<file path="src/rtl/crank_cadence_from_csc_packet_defines.svh">
// Assertion helpers for the blocks that check themselves.
`ifndef CRANK_CADENCE_FROM_CSC_PACKET_DEFINES_SVH
`define CRANK_CADENCE_FROM_CSC_PACKET_DEFINES_SVH

// same-cycle implication, checked out of reset
`define CCC_ASSERT_IMPL(label, clk, rst_n, lhs, rhs) \
    label: assert property (@(posedge clk) disable iff (!rst_n) (lhs) |-> (rhs)) \
        else $error("ccc implication check failed");

// next-cycle implication, checked out of reset
`define CCC_ASSERT_NEXT(label, clk, rst_n, lhs, rhs) \
    label: assert property (@(posedge clk) disable iff (!rst_n) (lhs) |=> (rhs)) \
        else $error("ccc next-cycle check failed");

`endif

</file>
<file path="src/rtl/ccc_pkg.sv">
`default_nettype none
package ccc_pkg;

    localparam int CCC_QUEUE_DEPTH = 2;

    localparam logic [17:0] TPM_RESET   = 18'd61440;
    localparam logic [7:0]  STALE_RESET = 8'd5;

    // register word index (paddr[2])
    localparam logic REG_TPM   = 1'b0;
    localparam logic REG_STALE = 1'b1;

    localparam logic [3:0] OFS_NO_WHEEL   = 4'd1;
    localparam logic [3:0] OFS_WITH_WHEEL = 4'd7;
    localparam logic [3:0] POS_MAX        = 4'd15;

    localparam int FLAG_WHEEL_BIT = 0;
    localparam int FLAG_CRANK_BIT = 1;

    localparam logic [2:0] STAT_UPDATED  = 3'd0;
    localparam logic [2:0] STAT_HELD     = 3'd1;
    localparam logic [2:0] STAT_STALE    = 3'd2;
    localparam logic [2:0] STAT_NO_CRANK = 3'd3;
    localparam logic [2:0] STAT_SHORT    = 3'd4;

    typedef struct packed {
        logic [7:0] byte_value;
        logic       last_byte;
    } t_in_word;

    typedef struct packed {
        logic [7:0] cadence_rpm;
        logic [2:0] status;
    } t_out_word;

    // one finished packet, as handed from front to back
    typedef struct packed {
        logic        crank;
        logic        short_pkt;
        logic [15:0] revs;
        logic [15:0] evt_time;
    } t_job;

    typedef struct packed {
        logic full;
        logic empty;
    } t_q_stat;

    typedef enum logic [2:0] {
        BK_IDLE,
        BK_MUL,
        BK_CHK,
        BK_DIV,
        BK_EMIT
    } t_back_state;

endpackage
`default_nettype wire

</file>
<file path="src/rtl/ccc_front.sv">
`default_nettype none
module ccc_front
    import ccc_pkg::*;
(
    input  wire logic     i_clk,
    input  wire logic     i_rst_n,
    input  wire logic     i_in_valid,
    output logic          o_in_stall,
    input  wire t_in_word i_in_word,
    input  wire t_q_stat  i_q_stat,
    output logic          o_push,
    output t_job          o_job
);

    logic [3:0]  r_pos,   n_pos;
    logic [7:0]  r_flags, n_flags;
    logic [15:0] r_revs,  n_revs;
    logic [15:0] r_time,  n_time;
    logic [3:0]  w_base;
    logic        w_accept;

    assign o_in_stall = i_q_stat.full;
    assign w_accept   = i_in_valid && !i_q_stat.full;

    always_comb begin
        n_pos   = r_pos;
        n_flags = r_flags;
        n_revs  = r_revs;
        n_time  = r_time;
        if (w_accept && r_pos == 4'd0) begin
            n_flags = i_in_word.byte_value;
        end
        w_base = n_flags[FLAG_WHEEL_BIT] ? OFS_WITH_WHEEL : OFS_NO_WHEEL;
        if (w_accept && r_pos != 4'd0) begin
            if (r_pos == w_base) begin
                n_revs[7:0] = i_in_word.byte_value;
            end else if (r_pos == w_base + 4'd1) begin
                n_revs[15:8] = i_in_word.byte_value;
            end else if (r_pos == w_base + 4'd2) begin
                n_time[7:0] = i_in_word.byte_value;
            end else if (r_pos == w_base + 4'd3) begin
                n_time[15:8] = i_in_word.byte_value;
            end
        end
        if (w_accept) begin
            if (i_in_word.last_byte) begin
                n_pos = 4'd0;
            end else if (r_pos != POS_MAX) begin
                n_pos = r_pos + 4'd1;
            end
        end
        o_push          = w_accept && i_in_word.last_byte;
        o_job.crank     = n_flags[FLAG_CRANK_BIT];
        // fewer than base+4 bytes means the time field never completed
        o_job.short_pkt = r_pos < (w_base + 4'd3);
        o_job.revs      = n_revs;
        o_job.evt_time  = n_time;
    end

    always_ff @(posedge i_clk) begin
        if (!i_rst_n) begin
            r_pos   <= '0;
            r_flags <= '0;
            r_revs  <= '0;
            r_time  <= '0;
        end else begin
            r_pos   <= n_pos;
            r_flags <= n_flags;
            r_revs  <= n_revs;
            r_time  <= n_time;
        end
    end

endmodule
`default_nettype wire

</file>
<file path="src/rtl/ccc_queue.sv">
`default_nettype none
module ccc_queue
    import ccc_pkg::*;
#(
    parameter int DEPTH = CCC_QUEUE_DEPTH
) (
    input  wire logic i_clk,
    input  wire logic i_rst_n,
    input  wire logic i_push,
    input  wire t_job i_job,
    input  wire logic i_pop,
    output t_job      o_job,
    output t_q_stat   o_stat
);

    localparam int PW = (DEPTH > 1) ? $clog2(DEPTH) : 1;
    localparam int CW = $clog2(DEPTH + 1);
    localparam logic [PW-1:0] LAST_PTR = PW'(DEPTH - 1);
    localparam logic [CW-1:0] FULL_CNT = CW'(DEPTH);

    t_job          r_mem [DEPTH];
    logic [PW-1:0] r_wr, n_wr;
    logic [PW-1:0] r_rd, n_rd;
    logic [CW-1:0] r_cnt, n_cnt;
    logic          w_push, w_pop;

    assign o_stat.full  = (r_cnt == FULL_CNT);
    assign o_stat.empty = (r_cnt == '0);
    assign o_job        = r_mem[r_rd];
    assign w_push       = i_push && !o_stat.full;
    assign w_pop        = i_pop && !o_stat.empty;

    always_comb begin
        n_wr  = r_wr;
        n_rd  = r_rd;
        n_cnt = r_cnt;
        if (w_push) begin
            n_wr = (r_wr == LAST_PTR) ? '0 : r_wr + PW'(1);
        end
        if (w_pop) begin
            n_rd = (r_rd == LAST_PTR) ? '0 : r_rd + PW'(1);
        end
        if (w_push && !w_pop) begin
            n_cnt = r_cnt + CW'(1);
        end else if (w_pop && !w_push) begin
            n_cnt = r_cnt - CW'(1);
        end
    end

    always_ff @(posedge i_clk) begin
        if (!i_rst_n) begin
            r_wr  <= '0;
            r_rd  <= '0;
            r_cnt <= '0;
        end else begin
            r_wr  <= n_wr;
            r_rd  <= n_rd;
            r_cnt <= n_cnt;
        end
    end

    always_ff @(posedge i_clk) begin
        if (w_push) begin
            r_mem[r_wr] <= i_job;
        end
    end

endmodule
`default_nettype wire

</file>
<file path="src/rtl/ccc_back.sv">
`default_nettype none
module ccc_back
    import ccc_pkg::*;
(
    input  wire logic        i_clk,
    input  wire logic        i_rst_n,
    input  wire logic [17:0] i_tpm,
    input  wire logic [7:0]  i_stale_limit,
    input  wire t_job        i_job,
    input  wire t_q_stat     i_q_stat,
    output logic             o_pop,
    output logic             o_out_valid,
    input  wire logic        i_out_stall,
    output t_out_word        o_out_word
);

    t_back_state r_state, n_state;

    logic [15:0] r_prev_revs, n_prev_revs;
    logic [15:0] r_prev_time, n_prev_time;
    logic [7:0]  r_cadence,   n_cadence;
    logic [7:0]  r_stale,     n_stale;
    logic        r_out_valid, n_out_valid;
    t_out_word   r_out_word,  n_out_word;

    logic [15:0] r_cur_revs, n_cur_revs;
    logic [15:0] r_cur_time, n_cur_time;
    logic [15:0] r_dt,  n_dt;
    logic [15:0] r_dr,  n_dr;
    logic [33:0] r_num, n_num;
    logic [23:0] r_rem, n_rem;
    logic [7:0]  r_quo, n_quo;
    logic [2:0]  r_cnt, n_cnt;
    logic [2:0]  r_stat, n_stat;

    logic [15:0] w_dt, w_dr;
    logic [23:0] w_sub;
    logic        w_bit;
    logic        w_out_free;

    assign w_dt       = i_job.evt_time - r_prev_time;
    assign w_dr       = i_job.revs - r_prev_revs;
    assign w_sub      = {8'd0, r_dt} << r_cnt;
    assign w_bit      = (r_rem >= w_sub);
    assign w_out_free = !r_out_valid || !i_out_stall;

    assign o_out_valid = r_out_valid;
    assign o_out_word  = r_out_word;

    always_comb begin
        n_state     = r_state;
        n_prev_revs = r_prev_revs;
        n_prev_time = r_prev_time;
        n_cadence   = r_cadence;
        n_stale     = r_stale;
        n_out_valid = r_out_valid && i_out_stall;
        n_out_word  = r_out_word;
        n_cur_revs  = r_cur_revs;
        n_cur_time  = r_cur_time;
        n_dt        = r_dt;
        n_dr        = r_dr;
        n_num       = r_num;
        n_rem       = r_rem;
        n_quo       = r_quo;
        n_cnt       = r_cnt;
        n_stat      = r_stat;
        o_pop       = 1'b0;

        case (r_state)
            BK_IDLE: begin
                if (!i_q_stat.empty) begin
                    o_pop      = 1'b1;
                    n_cur_revs = i_job.revs;
                    n_cur_time = i_job.evt_time;
                    n_dt       = w_dt;
                    n_dr       = w_dr;
                    n_state    = BK_EMIT;
                    if (!i_job.crank) begin
                        n_stat = STAT_NO_CRANK;
                    end else if (i_job.short_pkt) begin
                        n_stat = STAT_SHORT;
                    end else if (w_dt != 16'd0) begin
                        n_state = BK_MUL;
                    end else if (r_stale <= i_stale_limit) begin
                        if (r_stale != 8'hFF) begin
                            n_stale = r_stale + 8'd1;
                        end
                        n_stat = STAT_HELD;
                    end else begin
                        n_cadence = 8'd0;
                        n_stat    = STAT_STALE;
                    end
                end
            end
            BK_MUL: begin
                n_num   = {18'd0, r_dr} * {16'd0, i_tpm};
                n_state = BK_CHK;
            end
            BK_CHK: begin
                // quotient above 255 saturates; otherwise remainder fits 24 bits
                if (r_num >= {10'd0, r_dt, 8'd0}) begin
                    n_cadence   = 8'hFF;
                    n_stale     = 8'd0;
                    n_prev_revs = r_cur_revs;
                    n_prev_time = r_cur_time;
                    n_stat      = STAT_UPDATED;
                    n_state     = BK_EMIT;
                end else begin
                    n_rem   = r_num[23:0];
                    n_quo   = 8'd0;
                    n_cnt   = 3'd7;
                    n_state = BK_DIV;
                end
            end
            BK_DIV: begin
                if (w_bit) begin
                    n_rem = r_rem - w_sub;
                end
                n_quo = {r_quo[6:0], w_bit};
                n_cnt = r_cnt - 3'd1;
                if (r_cnt == 3'd0) begin
                    n_cadence   = {r_quo[6:0], w_bit};
                    n_stale     = 8'd0;
                    n_prev_revs = r_cur_revs;
                    n_prev_time = r_cur_time;
                    n_stat      = STAT_UPDATED;
                    n_state     = BK_EMIT;
                end
            end
            BK_EMIT: begin
                if (w_out_free) begin
                    n_out_valid            = 1'b1;
                    n_out_word.cadence_rpm = r_cadence;
                    n_out_word.status      = r_stat;
                    n_state                = BK_IDLE;
                end
            end
            default: begin
                n_state = BK_IDLE;
            end
        endcase
    end

    always_ff @(posedge i_clk) begin
        if (!i_rst_n) begin
            r_state <= BK_IDLE;
        end else begin
            r_state <= n_state;
        end
    end

    always_ff @(posedge i_clk) begin
        if (!i_rst_n) begin
            r_prev_revs <= '0;
            r_prev_time <= '0;
            r_cadence   <= '0;
            r_stale     <= '0;
            r_out_valid <= 1'b0;
        end else begin
            r_prev_revs <= n_prev_revs;
            r_prev_time <= n_prev_time;
            r_cadence   <= n_cadence;
            r_stale     <= n_stale;
            r_out_valid <= n_out_valid;
        end
    end

    always_ff @(posedge i_clk) begin
        r_out_word <= n_out_word;
        r_cur_revs <= n_cur_revs;
        r_cur_time <= n_cur_time;
        r_dt       <= n_dt;
        r_dr       <= n_dr;
        r_num      <= n_num;
        r_rem      <= n_rem;
        r_quo      <= n_quo;
        r_cnt      <= n_cnt;
        r_stat     <= n_stat;
    end

endmodule
`default_nettype wire

</file>
<file path="src/rtl/crank_cadence_from_csc_packet.sv">
// Crank cadence from CSC measurement packets. Bytes of a packet come in one per word
// with a last-byte mark; each packet yields one result word (cadence in rpm and a
// status code) after its last byte. The front parser takes one byte per cycle while
// the two-entry packet queue has room and stalls every byte while it is full. The back
// end pops a packet and then loads the output when it needs no division; when the
// quotient saturates it pops, does one 16x18 multiply and a saturation compare, then
// loads the output; a full cadence update also forms the 8-bit quotient, one bit per
// cycle, after the compare and before the output load. That bit-serial quotient loop
// sets the packet rate; packets of twelve bytes or more hide it behind the byte
// stream, while shorter packets sent back to back fill the queue and then stall the
// input. Registers: ticks_per_minute at 0x0, staleness_limit at 0x4.
`default_nettype none
`include "crank_cadence_from_csc_packet_defines.svh"
module crank_cadence_from_csc_packet
    import ccc_pkg::*;
#(
    parameter int QUEUE_DEPTH = CCC_QUEUE_DEPTH
) (
    input  wire logic        i_clk,
    input  wire logic        i_rst_n,
    input  wire logic        i_in_valid,
    output logic             o_in_stall,
    input  wire t_in_word    i_in_word,
    output logic             o_out_valid,
    input  wire logic        i_out_stall,
    output t_out_word        o_out_word,
    input  wire logic        psel,
    input  wire logic        penable,
    input  wire logic        pwrite,
    input  wire logic [2:0]  paddr,
    input  wire logic [31:0] pwdata,
    output logic [31:0]      prdata,
    output logic             pready
);

    logic [17:0] r_tpm;
    logic [7:0]  r_stale_limit;
    logic        w_cfg_wr;

    logic    w_push;
    logic    w_pop;
    t_job    w_push_job;
    t_job    w_head_job;
    t_q_stat w_q_stat;

    assign pready   = 1'b1;
    assign w_cfg_wr = psel && penable && pwrite && pready;
    assign prdata   = (paddr[2] == REG_STALE) ? {24'd0, r_stale_limit} : {14'd0, r_tpm};

    always_ff @(posedge i_clk) begin
        if (!i_rst_n) begin
            r_tpm         <= TPM_RESET;
            r_stale_limit <= STALE_RESET;
        end else if (w_cfg_wr) begin
            if (paddr[2] == REG_TPM) begin
                r_tpm <= pwdata[17:0];
            end else begin
                r_stale_limit <= pwdata[7:0];
            end
        end
    end

    ccc_front u_front (
        .i_clk      (i_clk),
        .i_rst_n    (i_rst_n),
        .i_in_valid (i_in_valid),
        .o_in_stall (o_in_stall),
        .i_in_word  (i_in_word),
        .i_q_stat   (w_q_stat),
        .o_push     (w_push),
        .o_job      (w_push_job)
    );

    ccc_queue #(
        .DEPTH (QUEUE_DEPTH)
    ) u_queue (
        .i_clk   (i_clk),
        .i_rst_n (i_rst_n),
        .i_push  (w_push),
        .i_job   (w_push_job),
        .i_pop   (w_pop),
        .o_job   (w_head_job),
        .o_stat  (w_q_stat)
    );

    ccc_back u_back (
        .i_clk         (i_clk),
        .i_rst_n       (i_rst_n),
        .i_tpm         (r_tpm),
        .i_stale_limit (r_stale_limit),
        .i_job         (w_head_job),
        .i_q_stat      (w_q_stat),
        .o_pop         (w_pop),
        .o_out_valid   (o_out_valid),
        .i_out_stall   (i_out_stall),
        .o_out_word    (o_out_word)
    );

    `CCC_ASSERT_IMPL(a_push_has_room, i_clk, i_rst_n, w_push, !w_q_stat.full)
    `CCC_ASSERT_IMPL(a_pop_has_data, i_clk, i_rst_n, w_pop, !w_q_stat.empty)
    `CCC_ASSERT_IMPL(a_stale_reads_zero, i_clk, i_rst_n, o_out_valid && (o_out_word.status == STAT_STALE), o_out_word.cadence_rpm == 8'd0)
    `CCC_ASSERT_NEXT(a_push_lands, i_clk, i_rst_n, w_push && !w_pop, !w_q_stat.empty)

endmodule
`default_nettype wire
</file>
<file path="config.mk">
export PLATFORM = sky130hd
export DESIGN_NAME = crank_cadence_from_csc_packet
export DESIGN_NICKNAME = d
export VERILOG_FILES = /design/src/rtl/ccc_pkg.sv /design/src/rtl/ccc_front.sv /design/src/rtl/ccc_queue.sv /design/src/rtl/ccc_back.sv /design/src/rtl/crank_cadence_from_csc_packet.sv
export VERILOG_INCLUDE_DIRS = /design/src /design/src/rtl
export SDC_FILE = /design/constraint.sdc
export NUM_CORES = 1
export LEC_CHECK = 0
export ABC_AREA = 1
export BUFFER_PORTS_ARGS = -buffer_cell sky130_fd_sc_hd__buf_2
export CORE_ASPECT_RATIO = 2
export CORE_MARGIN = 5
export CORE_UTILIZATION = 30
export DETAILED_ROUTE_END_ITERATION = 10
export PLACE_DENSITY_LB_ADDON = 0.05
export SLEW_MARGIN = 10
export SYNTH_ARGS = -nofsm -noshare
export SYNTH_HDL_FRONTEND = slang
export SYNTH_SLANG_ARGS = --single-unit
</file>
<file path="constraint.sdc">
create_clock -name i_clk -period 7 [get_ports i_clk]
set_clock_uncertainty 0.1 [all_clocks]
set_input_delay 2.1 -clock i_clk [delete_from_list [all_inputs] [get_ports i_clk]]
set_output_delay 2.1 -clock i_clk [all_outputs]
set_load 0.01 [all_outputs]
</file>
# ---- Word level (Yosys, flattened, before mapping)
# Memory sizes are Yosys's and may differ from the RTL's. A register that Yosys moved wholly into a read port is not among the register bits.
# Cells that the tools add are included.
dict set report classes {
  add_sub_neg 13
  div 0
  bitwise_logic 2
  shift 1
  multipliers 1
  order_cmp 4
  n_eq_ne 24
  reduce_logical 40
  n_mux 73
}
# cell n
set ops {}
lappend ops {{8-bit 2-to-1 mux} 21}
lappend ops {{16-bit 2-to-1 mux} 8}
lappend ops {{16-bit one-hot mux with 2 select lines} 2}
lappend ops {{24-bit 2-to-1 mux} 2}
lappend ops {{24-bit one-hot mux with 2 select lines} 1}
lappend ops {{8-bit one-hot mux with 3 select lines} 2}
lappend ops {{3-bit 2-to-1 mux} 15}
lappend ops {{34-bit by 24-bit >= comparator with 1-bit output} 1}
lappend ops {{16-bit by 18-bit multiplier with 34-bit output} 1}
lappend ops {{16-bit subtractor} 2}
lappend ops {{24-bit >= comparator} 1}
lappend ops {{16-bit by 3-bit left shift with 24-bit output} 1}
lappend ops {{24-bit subtractor} 1}
lappend ops {{18-bit 2-to-1 mux} 1}
lappend ops {{4-bit == test} 4}
lappend ops {{16-bit nonzero test} 1}
lappend ops {{3-bit one-hot mux with 5 select lines} 1}
lappend ops {{2-bit by 1-bit != test with 1-bit output, second input constant} 7}
lappend ops {{7-bit one-hot mux with 2 select lines} 1}
lappend ops {{2-bit AND reduction} 6}
lappend ops {{1-bit logical AND} 11}
lappend ops {{1-bit 2-to-1 mux} 10}
lappend ops {{2-bit != test, second input constant} 5}
lappend ops {{3-bit one-hot mux with 3 select lines} 1}
lappend ops {{32 further kinds} 52}
dict set report word_totals {
  latchBits 0
  inputBits 51
  memories 1
  reg_bits 266
  ram_bits 68
  romBits 0
}
# name depth word_bits read_ports rd_ports_with_merged_regs wr line
set memory_table {}
lappend memory_table {u_queue.r_mem 2 34 1 1 1 ccc_queue.sv:21} ;# t_job r_mem [DEPTH];

# ---- Logic depth before layout (Yosys ltp)
dict set report logic_depth {
  ltp_word 13
  mapped_depth 28
}

# ---- Modules after synthesis
# From an unflattened synthesis, not the netlist that was laid out.
dict set report unflattened {
  hier_cells 3301
  area_unflattened_um2 27368.7
}
# module area_each_um2 cells_per_inst n_inst
set modules_own_cells {}
lappend modules_own_cells {ccc_back 21032.7 2612 1}
lappend modules_own_cells {ccc_queue 2854.0 144 1}
lappend modules_own_cells {ccc_front 2079.5 326 1}
lappend modules_own_cells {crank_cadence_from_csc_packet 1402.6 219 1}

# ---- Least setup slack after synthesis
# No wires, ideal clock.
dict set report synth_timing {
  kind {register to register}
  startpoint {register u_back.r_dr[7]}
  endpoint {register u_back.r_num[33], data pin}
  stages_incl_launch_ff 25
  t_required_ps 6648
  slack_ps 1058
  period_less_slack_ps 5942
  arrival_ps 5589
  path_cell_list {edfxtp_1 > clkbuf_1 > buf_1 > nand2_1 > fa_1 > inv_1 > fa_1 > inv_1 > fa_1 > inv_1 > fa_1 > fa_1 > inv_1 > fa_1 > inv_1 > ha_1 > nand2_1 > nor2_1 > nand4_1 > o21ai_0 > a21oi_1 > o21bai_1 > nand3_1 > nand3_1 > nand2_1}
}
dict set report synth_between {
  elab_chain_len 1
}
# item line
set synth_rtl {}
lappend synth_rtl {{start, declared} ccc_back.sv:29} ;# logic [15:0] r_dr, n_dr;
lappend synth_rtl {{start signal, assigned} ccc_back.sv:173} ;# r_dr <= n_dr;
lappend synth_rtl {{16-bit by 18-bit multiplier with 34-bit output} ccc_back.sv:96} ;# n_num = {18'd0, r_dr} * {16'd0, i_tpm};
lappend synth_rtl {{end signal, assigned} ccc_back.sv:174} ;# r_num <= n_num;
lappend synth_rtl {{end, declared} ccc_back.sv:30} ;# logic [33:0] r_num, n_num;
# Every way passes these cells.
# A chain may end at the register's enable or synchronous reset.

# ---- Final worst setup path
dict set report layout_timing {
  startpoint {register u_back.r_dr[10]}
  endpoint {register u_back.r_num[30], data pin}
}
# The elaborated chain is that of the path after synthesis.

==> summary.md <==
| Metric | Value |
|---|---|
| Outcome | finished clean |
| Crit path required time | roughly 7300 ps |
| Most used cell, CP | nand2_1 |
| Setup tns final | 0 ps |
| Setup Fix Bufs, Post-CTS | 0 |
| Arrival time of the worst setup path | 6810 ps |
| Final instance area | 0.0293 mm² |
| Synth Cell Area | 0.0264 mm² |
| Max clock buf depth | 3 |
| Starting Density | 0.303 |
| Crit-path max FO | 12 |
| Max-Cap Viols | 0 |
| Final Hold Viols | 0 |
| Routed WL per cell | 18.7 µm |
| Post-route ant nets | 0 |
| Slew margin rel. | 0.221 |
| Drt pass-1 iters | 5 |
| Row Count | between 150 and 200 |
| Number of global-route vias before repair | 21900 |
| Total gr overflow | 0 |
| Nets | 3626 |
| Asr flop ratio synth | 0 |
| Post-synth EDFFs | around 210 |
| GP Congestion | around 0.86 |
| Die Ht | roughly 430 µm |
| Die Width | 220 µm |
| Placed Area | between 0.02 and 0.03 mm² |
| Die ar. | about 0.094 mm² |
| I/O pin total | just under 100 |
| Critical Path End Type | flop |
| Slowest-stage cell, CP | edfxtp_1 |
| Area Overhead vs Synth | 11.1% |
| CP bufs+invs | 3 |
| Core area | between 0.08 and 0.09 mm² |
| Unrepaired setup endpoints after global routing | no |
| Library cells used by synthesis | 53 |
| Seq/Total Area, Yosys | 0.336 |
| TritonCTS clock tree | yes |
| Layout cells sized above 1 | 0.0804 |
| Actual slew at the worst max-slew pin | ~1200 ps |
| Clk root buf | clkbuf_16 |
| Synthesized area per cell | approximately 8.5 µm² |
| Worst path top cell family by delay | adder cells |
| Post-Synthesis Cells | just over 3000 |
| Crit Path Class | flop to flop |
| DP HPWL | about 66 mm |
| Slew Limit Fails | 0 |
| Crit share post-route | 0.930 |
| IO buf count | 65 |
| Via count | roughly 20000 |
| # clock sinks | 335 |
| R2R setup slack | between 400 and 500 ps |
| Initial antenna violation count | 4 |
| Worst Hold Class | flop to flop |
| Cells along the critical path | nand2_1 -> fa_1 -> inv_1 -> fa_1 -> fa_1 -> fa_1 -> fa_1 -> inv_1 -> fa_1 -> inv_1 -> ha_1 -> nand2_1 -> nor4_1 -> nand2_1 -> o211ai_1 -> nand2_1 -> nand2_1 -> nand2_1 -> nand2_1 -> xor2_1 |
| Num CTS Buffers | 36 |
| WL final | 81.5 mm |
| Crit path launch type | flop |
| Top_reg_cell synth | edfxtp_1 |
| Residual DRC count | 0 |
| Final setup viols | 0 |
| Largest net degree at the start of global routing | 65 |
| Clk slew on worst S/H paths | 60 ps |
| Post-CTS Hold Buffers | 0 |
| Clock Latency Late Sink | 570 ps |
| Fmax | roughly 150 MHz |
| Ys Warns | 0 |
| Flops & latches, synth | between 300 and 400 |
| GRT Overall Usage | 0.176 |
| Fin crit period | around 6500 ps |
| Via/cell ratio | between 4 and 5 |
| H-tree levels | 2 |
| First-pass GRT wire length | ~130 mm |
| Worst path max stage delay | 860 ps |
| Initial DRC count | 770 |
[final cells by class]
cell class / count / area (µm²)
inverter: 646 / 2420
clock buffer: 48 / 1010
fill: 9156 / 57800
timing repair buffer: 127 / 803
sequential: 335 / 8850
antenna: 1 / 2.50
tap: 1162 / 1450
clock inverter: 17 / 194
multi-input combinational: 2012 / 14500
[final timing paths]
| kind | startpoint | end | depth (start not counted) |
|---|---|---|---|
| max reg2reg | u_back.r_dr[10] | u_back.r_num[30] | 20 |
| min | u_back.r_stat[1] | u_back.o_out_word[1] | 0 |
| min reg2reg | u_back.r_stat[1] | u_back.o_out_word[1] | 0 |
| max | u_back.r_dr[10] | u_back.r_num[30] | 20 |
[cell usage in the layout (no fill, tap or decap), drive strengths merged, types with 6 or more instances in the layout]
cell | netlist | routed
a211oi | 20 | 20
a21oi | 205 | 205
a31oi | 11 | 11
buf | 38 | 127
clkbuf | 98 | 48
clkinv | 1 | 10
conb | 2 | 15
dfxtp | 121 | 121
edfxtp | 214 | 214
fa | 225 | 225
ha | 192 | 192
inv | 645 | 647
mux2 | 27 | 27
nand2 | 661 | 661
nand3 | 85 | 85
nand3b | 6 | 6
nand4 | 24 | 24
nor2 | 212 | 212
nor3 | 17 | 17
nor4 | 7 | 7
o21ai | 187 | 187
or2 | 14 | 14
xnor2 | 22 | 22
xor2 | 44 | 44
[kinds of logic (layout without fill, tap and decap cells)]
logic type,count (synthesis),after routing,share of synthesized area
other,2,16,0.000285
DFF,335,335,0.336
adders and majority gates,417,417,0.262
muxes,30,30,0.0127
AOI/OAI and AO/OA,451,451,0.0911
and+or+nand+nor,1033,1033,0.161
buffers and inverters,782,838,0.115
xor gates and xnor gates,66,66,0.0219
[flip-flops by register name, summed over array words and instances (netlist names), 18 cells and up, named ones only]
signal / count
u_queue.r_mem: 68
u_back.r_rem: 24
u_back.r_num: 34
r_tpm: 18
[per-layer routing]
layer,vias up,routed length (µm),share of wire,track usage
li1,9832,-,-,-
met1,9772,28300,0.35,0.175
met2,319,47200,0.58,0.359
met3,136,2320,0.028,0.0192
met4,4,3670,0.045,0.0702
met5,-,21,0.00026,0
[what timing repair did]
item / in CTS / in global routing
endpoints found under the setup margin: 0 / 1
gates resized for setup: 0 / 1
hold endpoints to repair: 0 / 0
[stage by stage]
stage / hold slack (ps) / setup WS [ps] / instances / utilization
6_report: 322 / 487 / 4348 / 0.336
5_1_grt: 330 / 90.7 / 4347 / 0.336
4_1_cts: 325 / 340 / 4347 / 0.336
3_5_place_dp: 310 / 338 / 4282 / 0.322
3_3_place_gp: 308 / 340 / 4282 / 0.322
2_1_floorplan: 300 / 1060 / 3129 / -
[Yosys cell counts (2+ instances only)]
library cell / number / area share
nand3_2: 3 / 0.0011
nor3b_1: 2 / 0.00057
edfxtp_1: 214 / 0.24
ha_1: 192 / 0.091
inv_2: 6 / 0.00085
o221ai_1: 2 / 0.00066
nand3b_1: 6 / 0.0017
a21boi_0: 2 / 0.00057
buf_8: 2 / 0.0011
clkbuf_1: 96 / 0.014
inv_1: 639 / 0.091
or2_2: 14 / 0.0033
o211ai_1: 4 / 0.0011
dfxtp_1: 121 / 0.092
nor3_1: 16 / 0.0030
mux2_2: 27 / 0.012
o21ai_1: 2 / 0.00038
a31o_2: 2 / 0.00066
nand2_2: 8 / 0.0019
nand2_1: 652 / 0.093
xnor2_1: 22 / 0.0073
nor4_1: 7 / 0.0017
buf_2: 7 / 0.0013
a21oi_1: 205 / 0.039
a31oi_1: 11 / 0.0026
fa_1: 225 / 0.17
clkbuf_2: 2 / 0.00038
conb_1: 2 / 0.00028
o21a_1: 3 / 0.00085
buf_4: 16 / 0.0046
nand3_1: 82 / 0.016
nor2_1: 207 / 0.029
o21bai_1: 5 / 0.0014
a211oi_1: 20 / 0.0057
buf_1: 12 / 0.0017
nor2_2: 4 / 0.00095
o21ai_0: 185 / 0.035
mux2i_1: 3 / 0.0011
and2_1: 4 / 0.00095
nand4_1: 23 / 0.0055
o31ai_1: 2 / 0.00057
a21o_1: 5 / 0.0014
xor2_1: 44 / 0.015
[worst reg2reg max path: stages, from the launching register on]
cell	delay [ps]
edfxtp_1	860
nand2_1	180
fa_1	510
inv_1	50
fa_1	470
fa_1	560
fa_1	530
fa_1	540
inv_1	50
fa_1	530
inv_1	40
ha_1	360
nand2_1	140
nor4_1	490
nand2_1	100
o211ai_1	320
nand2_1	100
nand2_1	110
nand2_1	60
nand2_1	70
xor2_1	190
Power is not shown: default switching activity piles up to over one toggle a cycle in this logic, so the estimate is an artifact.
